## src/rtl/core/gbe_pkg.sv

```systemverilog
`default_nettype none

package gbe_pkg;

  localparam int unsigned BUFFER_DEPTH = 1024;
  localparam int unsigned ADDR_W       = $clog2(BUFFER_DEPTH);
  localparam int unsigned CNT_W        = ADDR_W + 1;

  localparam int unsigned FUNC_W   = 3;
  localparam int unsigned CHAR_W   = 8;
  localparam int unsigned POS_W    = 10;
  localparam int unsigned LEN_W    = 11;
  localparam int unsigned STATUS_W = 2;

  typedef enum logic [FUNC_W-1:0] {
    FUNC_INSERT    = 3'd0,
    FUNC_LEFT      = 3'd1,
    FUNC_RIGHT     = 3'd2,
    FUNC_BACKSPACE = 3'd3,
    FUNC_READ      = 3'd4
  } func_t;

  typedef enum logic [STATUS_W-1:0] {
    ST_DONE   = 2'd0,
    ST_EDGE   = 2'd1,
    ST_FULL   = 2'd2,
    ST_BEYOND = 2'd3
  } status_t;

  // Decoded request handed from the command stage to the data stage.
  typedef struct packed {
    status_t           status;
    logic [LEN_W-1:0]  text_len;
    logic [LEN_W-1:0]  cursor;
    logic              rd_need;
    logic [ADDR_W-1:0] rd_addr;
    logic              wr_en;
    logic              wr_move;
    logic [ADDR_W-1:0] wr_addr;
    logic              read_ok;
  } gbe_op_t;

endpackage

`default_nettype wire

```

## src/rtl/core/gbe_cmd.sv

```systemverilog
`default_nettype none

module gbe_cmd (
  input  wire logic                        clk,
  input  wire logic                        rst_n,
  input  wire logic                        accept,
  input  wire logic [gbe_pkg::FUNC_W-1:0]  func,
  input  wire logic [gbe_pkg::POS_W-1:0]   pos,
  output gbe_pkg::gbe_op_t                 op
);
  import gbe_pkg::*;

  localparam logic [CNT_W-1:0] DEPTH_CNT = CNT_W'(BUFFER_DEPTH);
  localparam logic [CNT_W-1:0] ONE_CNT   = CNT_W'(1);

  logic [CNT_W-1:0] left_r, left_nxt;
  logic [CNT_W-1:0] right_r, right_nxt;
  logic [CNT_W-1:0] total;
  logic [CNT_W-1:0] pos_ext;
  logic [CNT_W-1:0] tail_idx;
  logic [CNT_W-1:0] new_len;

  always_comb begin
    total    = left_r + right_r;
    pos_ext  = CNT_W'(pos);
    tail_idx = DEPTH_CNT - right_r + pos_ext - left_r;

    left_nxt  = left_r;
    right_nxt = right_r;

    op.status  = ST_DONE;
    op.rd_need = 1'b0;
    op.rd_addr = left_r[ADDR_W-1:0];
    op.wr_en   = 1'b0;
    op.wr_move = 1'b0;
    op.wr_addr = left_r[ADDR_W-1:0];
    op.read_ok = 1'b0;

    case (func_t'(func))
      FUNC_INSERT: begin
        if (total >= DEPTH_CNT) begin
          op.status = ST_FULL;
        end else begin
          op.wr_en = 1'b1;
          left_nxt = left_r + ONE_CNT;
        end
      end
      FUNC_LEFT: begin
        if (left_r == '0) begin
          op.status = ST_EDGE;
        end else begin
          // move last char of left part to just below the right part
          op.rd_need = 1'b1;
          op.rd_addr = ADDR_W'(left_r - ONE_CNT);
          op.wr_en   = 1'b1;
          op.wr_move = 1'b1;
          op.wr_addr = ADDR_W'(DEPTH_CNT - right_r - ONE_CNT);
          left_nxt   = left_r - ONE_CNT;
          right_nxt  = right_r + ONE_CNT;
        end
      end
      FUNC_RIGHT: begin
        if (right_r == '0) begin
          op.status = ST_EDGE;
        end else begin
          op.rd_need = 1'b1;
          op.rd_addr = ADDR_W'(DEPTH_CNT - right_r);
          op.wr_en   = 1'b1;
          op.wr_move = 1'b1;
          op.wr_addr = left_r[ADDR_W-1:0];
          left_nxt   = left_r + ONE_CNT;
          right_nxt  = right_r - ONE_CNT;
        end
      end
      FUNC_BACKSPACE: begin
        if (left_r == '0) begin
          op.status = ST_EDGE;
        end else begin
          left_nxt = left_r - ONE_CNT;
        end
      end
      FUNC_READ: begin
        if (pos_ext >= total) begin
          op.status = ST_BEYOND;
        end else begin
          op.rd_need = 1'b1;
          op.read_ok = 1'b1;
          op.rd_addr = (pos_ext < left_r) ? pos : ADDR_W'(tail_idx);
        end
      end
      default: begin
      end
    endcase

    new_len     = left_nxt + right_nxt;
    op.text_len = LEN_W'(new_len);
    op.cursor   = LEN_W'(left_nxt);
  end

  always_ff @(posedge clk) begin
    if (!rst_n) begin
      left_r  <= '0;
      right_r <= '0;
    end else if (accept) begin
      left_r  <= left_nxt;
      right_r <= right_nxt;
    end
  end

endmodule

`default_nettype wire

```

## config.mk

```make
export PLATFORM = sky130hd
export DESIGN_NAME = gbe_cmd
export DESIGN_NICKNAME = d
export VERILOG_FILES = /design/src/rtl/core/gbe_pkg.sv /design/src/rtl/core/gbe_cmd.sv
export SDC_FILE = /design/constraint.sdc
export NUM_CORES = 1
export LEC_CHECK = 0
export BUFFER_PORTS_ARGS = -buffer_cell sky130_fd_sc_hd__buf_2
export CAP_MARGIN = 20
export CORE_MARGIN = 2
export CORE_UTILIZATION = 25
export CTS_BUF_LIST = sky130_fd_sc_hd__clkbuf_16
export CTS_CLUSTER_SIZE = 10
export DETAILED_ROUTE_END_ITERATION = 16
export PLACE_DENSITY = 0.46
export SYNTH_ARGS = -nofsm -noshare
export SYNTH_HDL_FRONTEND = slang
export SYNTH_SLANG_ARGS = --single-unit
```

## constraint.sdc

```tcl
create_clock -name clk -period 4.5 [get_ports clk]
set_input_delay 0.225 -clock clk [delete_from_list [all_inputs] [get_ports clk]]
set_output_delay 0.225 -clock clk [all_outputs]
set_load 0.01 [all_outputs]
```

== Yosys cells after proc, flatten, opt, wreduce, memory -nomap -nowiden ==
Cells that the tools add are included.
W data, S select, Z words.

* RAM bits: 0
* Flip-flop bits (word level): 22
* Memories kept: 0
* Bits in latches: 0
* Memory bits (read-only): 0
* Bits of input ports: 16
* Output and inout port bits: 48

* $lt $le $gt $ge: 3
* Reduce and logical (&&, ||, !) cells: 4
* Shifts and indexed selects: 0
* Multiply operators: 0
* Bitwise operators: 0
* Equality and inequality tests: 4
* Divide/modulo/power cells: 0
* Multiplexer cells: 22
* $add $sub $neg: 10

{| class="wikitable"
|+ Operators with widths
! operator !! number
|-
| $mux W11 || 6
|-
| $pmux W11 S3 || 2
|-
| $mux W23 || 2
|-
| $pmux W11 S2 || 2
|-
| $add A11 B1 Y11 const B || 2
|-
| $add A11 B11 Y11 || 2
|-
| $logic_not A11 Y1 || 2
|-
| $sub A11 B1 Y11 const B || 2
|-
| $ge A10 B11 Y1 || 1
|-
| $ge A11 B11 Y1 const B || 1
|-
| $lt A10 B11 Y1 || 1
|-
| $add A10 B10 Y10 || 1
|-
| $mux W10 || 1
|-
| $sub A1 B10 Y10 const A || 1
|-
| $sub A10 B1 Y10 const B || 1
|-
| $sub A10 B10 Y10 || 1
|-
| $pmux W2 S4 || 1
|-
| $eq A3 B2 Y1 const B || 2
|-
| $mux W1 || 5
|-
| $mux W2 || 2
|-
| $eq A3 B1 Y1 const B || 1
|-
| $eq A3 B3 Y1 const B || 1
|-
| $logic_not A3 Y1 || 1
|-
| $pmux W1 S3 || 1
|-
| $reduce_or A2 Y1 || 1
|}

== Longest topological paths before layout ==
* Word-level depth: 6
* Gate-level depth with buffers: 21

== Least setup slack after synthesis ==
OpenSTA, ideal clock, no wires.

* Path kind: reg2out
* Start point: register left_r[1]
* End point: output op[45] (netlist name)
* Path buffers: 0
* Arrival time: 4268 ps
* Stages on the path, launching flop included: 21
* Required time: 4275 ps
* Path slack: 7 ps
* Cell sequence: dfxtp_1 inv_1 fa_1 and2b_1 o2111ai_2 a31oi_4 xor2_2 a21oi_4 nand2_1 xnor2_1 ha_1 inv_1 fa_1 nor2b_1 o21ai_0 a21oi_1 nor4_1 nor3_1 a31o_2 xor2_1 xnor2_1

{| class="wikitable"
|+ RTL lines
! element !! RTL line !! source
|-
| start: declaration || gbe_cmd.sv:16 || <nowiki>logic [CNT_W-1:0] left_r, left_nxt;</nowiki>
|-
| start signal: assignment || gbe_cmd.sv:105 || <nowiki>left_r <= left_nxt;</nowiki>
|-
| end: declaration || gbe_cmd.sv:9 || <nowiki>output gbe_pkg::gbe_op_t op</nowiki>
|}

==> results.sh <==
export IMPL_status="finished with violations"
export IMPL_violations="setup timing"
export IMPL_min_delay_path_depth=2
export IMPL_cp_data_arrival_time_ns=4.31
export IMPL_ir_drop_mv=0.137
export IMPL_whs_endpoint="right_r[7]"
export IMPL_period_minus_slack_ns=4.53
export IMPL_die_w_um=141
export IMPL_io_pins=64
export IMPL_numPortBuffers=63
export IMPL_p_per_area_nw_per_um2=271
export IMPL_fin_cells=1003
export IMPL_wl_per_cell_um=19.5
export IMPL_p_clk_frac=0.121
export IMPL_seq_area_frac_synth=0.0944
export IMPL_setup_violations=4
export IMPL_holdCritPathClass="in -> reg"
export IMPL_path_cells="ha_4, inv_2, fa_2, and2b_2, o2111ai_4, a31oi_4, buf_6, xnor2_2, a21o_1, a211o_1, mux2_4, ha_4, a21o_1, a21oi_2, o21bai_1, a21oi_2, o21ai_2, a21o_1, a21oi_2, xnor2_1, buf_2"
export IMPL_drt_iter0_drc=334
export IMPL_p_switching_w=0.000820
export IMPL_grt_pass1_vias=5030
export IMPL_cts_root_buf="clkbuf_16"
export IMPL_netlist_instances=634
export IMPL_cts_sinks=22
export IMPL_cts_buffers=3
export IMPL_ctsHtreeMaxLevel=1
export IMPL_nets=855
export IMPL_seqPwrFrac=0.129
export IMPL_synthArstFlopShare=0
export IMPL_ant_nets=0
export IMPL_fp_dieH_um=141
export IMPL_grt_max_degree=28
export IMPL_grt_ovfl_total=0
export IMPL_place_area_um2=5800
export IMPL_wl_um=19500
export IMPL_worstSkewPairLatency_ns=0.27
export IMPL_netlist_area_um2=4670
export IMPL_max_freq_ghz=0.221
export IMPL_critical_path_class="reg -> out"
export IMPL_routabilityCongestion=0.927
export IMPL_relSlewSlack=0.510
export IMPL_die_area_um2=19800
export IMPL_dp_hpwl_um=15700
export IMPL_design_area_um2=6300
export IMPL_route_detailed_drc=0
export IMPL_vias=5237
export IMPL_ys_warn_count=0
export IMPL_register_area_um2=444
export IMPL_utilization=0.347
export IMPL_layout_drive_gt1_share=0.332
export IMPL_synth_nets=714
export IMPL_clkTransAtPathRegs_ns=0.07
export IMPL_maxCapViolations=0
export IMPL_rr_endpoint="left_r[7]"
export IMPL_antenna_found_initial=0
export IMPL_clockBufferDepth=2
export IMPL_numPlacedInstances=984
export IMPL_slowest_delay_ns=0.36
export IMPL_dr_pass1_iters=5
export IMPL_cts_tree="built"
export IMPL_tightest_slew_ns=0.723
export IMPL_rows=49
export IMPL_hold_viol_final=0
export IMPL_crit_required_ns=4.28
export IMPL_gr_usage_all_layers=0.194
export IMPL_synth_area_per_cell_um2=7.36
export IMPL_ys_ff_latch=22
export IMPL_rsz0062_at_grt="yes"
export IMPL_initial_core_util=0.257
export IMPL_multi_input_area_um2=4280
export IMPL_fillers=2027
export IMPL_start_kind="register"
export IMPL_setup_slack_ns=-0.0318
export IMPL_tns_ns=-0.0857
export IMPL_leakagePower_nw=2.83
export IMPL_r2r_slack_ns=1.44
export IMPL_switching_share=0.480
export IMPL_cpMaxStageDelayCell="dfxtp_2"
export IMPL_skew_ns=0.00337
export IMPL_reg2regPathDepth=15
export IMPL_coreArea_um2=18100
export IMPL_vias_per_cell=5.22
export IMPL_endpoint_kind="output pin"
export IMPL_combPwrFrac=0.750
export IMPL_maxSlewViolCount=0
export IMPL_r2r_start="right_r[0]"
export IMPL_syn2layout_area_growth_pct=35.1
export IMPL_whs_ns=0.423
export IMPL_synth_edf_count=0
export IMPL_finalCritPeriodShare=1.01
export IMPL_min_delay_start="rst_n"
export IMPL_diodes=0
export IMPL_grt_pass1_wl_um=29600
export IMPL_ys_types=73
export IMPL_internal_power_w=0.000889
export IMPL_yosys_most_used_dff="dfxtp_1"
export IMPL_crit_fanout=4
==> Yosys cell counts (all sizes together), types with 5 or more instances <==
cell | count | area (um^2)
nand2 | 69 | 262
o21ai | 56 | 284
ha | 53 | 663
nor2 | 51 | 191
a21oi | 46 | 241
xnor2 | 45 | 402
inv | 29 | 109
nor3 | 25 | 148
nand3 | 23 | 115
dfxtp | 22 | 440
clkbuf | 21 | 80.1
xor2 | 19 | 189
a21o | 12 | 90.1
fa | 11 | 220
buf | 10 | 56.3
mux2i | 10 | 100
nand4 | 9 | 56.3
nand2b | 8 | 50.1
o22ai | 8 | 50.1
and2 | 7 | 43.8
a31oi | 6 | 52.6
and3 | 6 | 37.5
nor2b | 6 | 37.5
nor4 | 6 | 43.8
o211ai | 6 | 45.0
o21bai | 6 | 45.0
o2111ai | 5 | 50.0
or3 | 5 | 31.3
==> layer usage <==
metal  vias to the layer above  global-route usage  wire length, um
met5                         -                   0                0
met2                       193               0.297             8510
met4                         0              0.0563              438
met1                      2455               0.283             9170
li1                       2572                   -                -
met3                        17              0.0272             1430
==> power by group through the flow <==
stage	combinational (W)	clock (W)	sequential (W)
floorplan	0.000756	0	0.000225
global placement	0.00117	0	0.000222
detailed placement	0.00117	0	0.000222
CTS	0.00122	0.000211	0.000219
global route	0.00141	0.000219	0.000221
finish	0.00128	0.000207	0.000220
==> critical path, delay by kind of cell, from the launching register on <==
| family | cells | cell delay (ns) |
|---|---|---|
| AO/OA/AOI/OAI | 11 | 1.96 |
| adder cells (fa/ha/maj) | 3 | 0.67 |
| flip-flops | 1 | 0.36 |
| buffers and inverters | 3 | 0.30 |
| multiplexers | 1 | 0.29 |
| AND/OR/NAND/NOR | 1 | 0.26 |
| XOR/XNOR | 2 | 0.19 |
==> metrics by stage <==
stage	total power, W	setup WS, ns
2_1_floorplan	0.000981	0.00720
3_3_place_gp	0.00140	0.00822
3_5_place_dp	0.00140	-0.0502
4_1_cts	0.00165	-0.114
5_1_grt	0.00186	-0.239
6_report	0.00171	-0.0318
==> cells in the final DEF, fill, tap and decap left out, types with 10 or more instances in the layout <==
| cell | Yosys | routed |
|---|---|---|
| a21o_1 | 12 | 12 |
| a21oi_1 | 45 | 37 |
| buf_2 | 9 | 63 |
| buf_4 | 0 | 102 |
| dfxtp_1 | 22 | 19 |
| ha_1 | 53 | 45 |
| inv_1 | 29 | 26 |
| mux2i_1 | 10 | 10 |
| nand2_1 | 68 | 66 |
| nand3_1 | 23 | 21 |
| nor2_1 | 51 | 48 |
| nor3_1 | 23 | 21 |
| o21ai_0 | 50 | 41 |
| xnor2_1 | 44 | 40 |
| xor2_1 | 16 | 15 |
==> repair_timing <==
item | CTS | global route
gates resized for setup | 36 | 39
setup endpoints to repair | 15 | 17
hold buffers | 0 | 0
pin swaps | 23 | 22
setup buffers | 8 | 8
gates cloned | 0 | 0
==> logic make-up after synthesis <==
| kind of cell | after synthesis | synth area share |
|---|---|---|
| XOR/XNOR | 64 | 0.127 |
| buffers and inverters | 60 | 0.0526 |
| flip-flops | 22 | 0.0944 |
| AND/OR/NAND/NOR | 226 | 0.240 |
| adder cells (fa/ha/maj) | 64 | 0.189 |
| AO/OA/AOI/OAI | 185 | 0.268 |
| multiplexers | 13 | 0.0287 |
==> final cells by class <==
cell class,instances,area share
multi-input combinational,552,0.679
timing repair buffer,167,0.175
sequential,22,0.0705
tap,229,0.0455
inverter,29,0.0177
clock buffer,3,0.0119
clock inverter,1,0.000595
==> registers in the layout (all words and copies together) (netlist names) <==
name     count
right_r     11
left_r      11
==> how the worst max path moves through the flow <==
stage          slack [ns]  cells after the start     end  startpoint
5_1_grt             -0.24                     21  op[45]  right_r[0]
3_5_place_dp        -0.05                     22  op[45]   left_r[0]
6_report            -0.03                     21  op[44]  right_r[0]
3_3_place_gp        0.008                     22  op[45]   left_r[0]
2_1_floorplan       0.007                     20  op[45]   left_r[1]
4_1_cts             -0.11                     22  op[45]   left_r[0]
No activity file was read; power rests on OpenSTA's default activity.
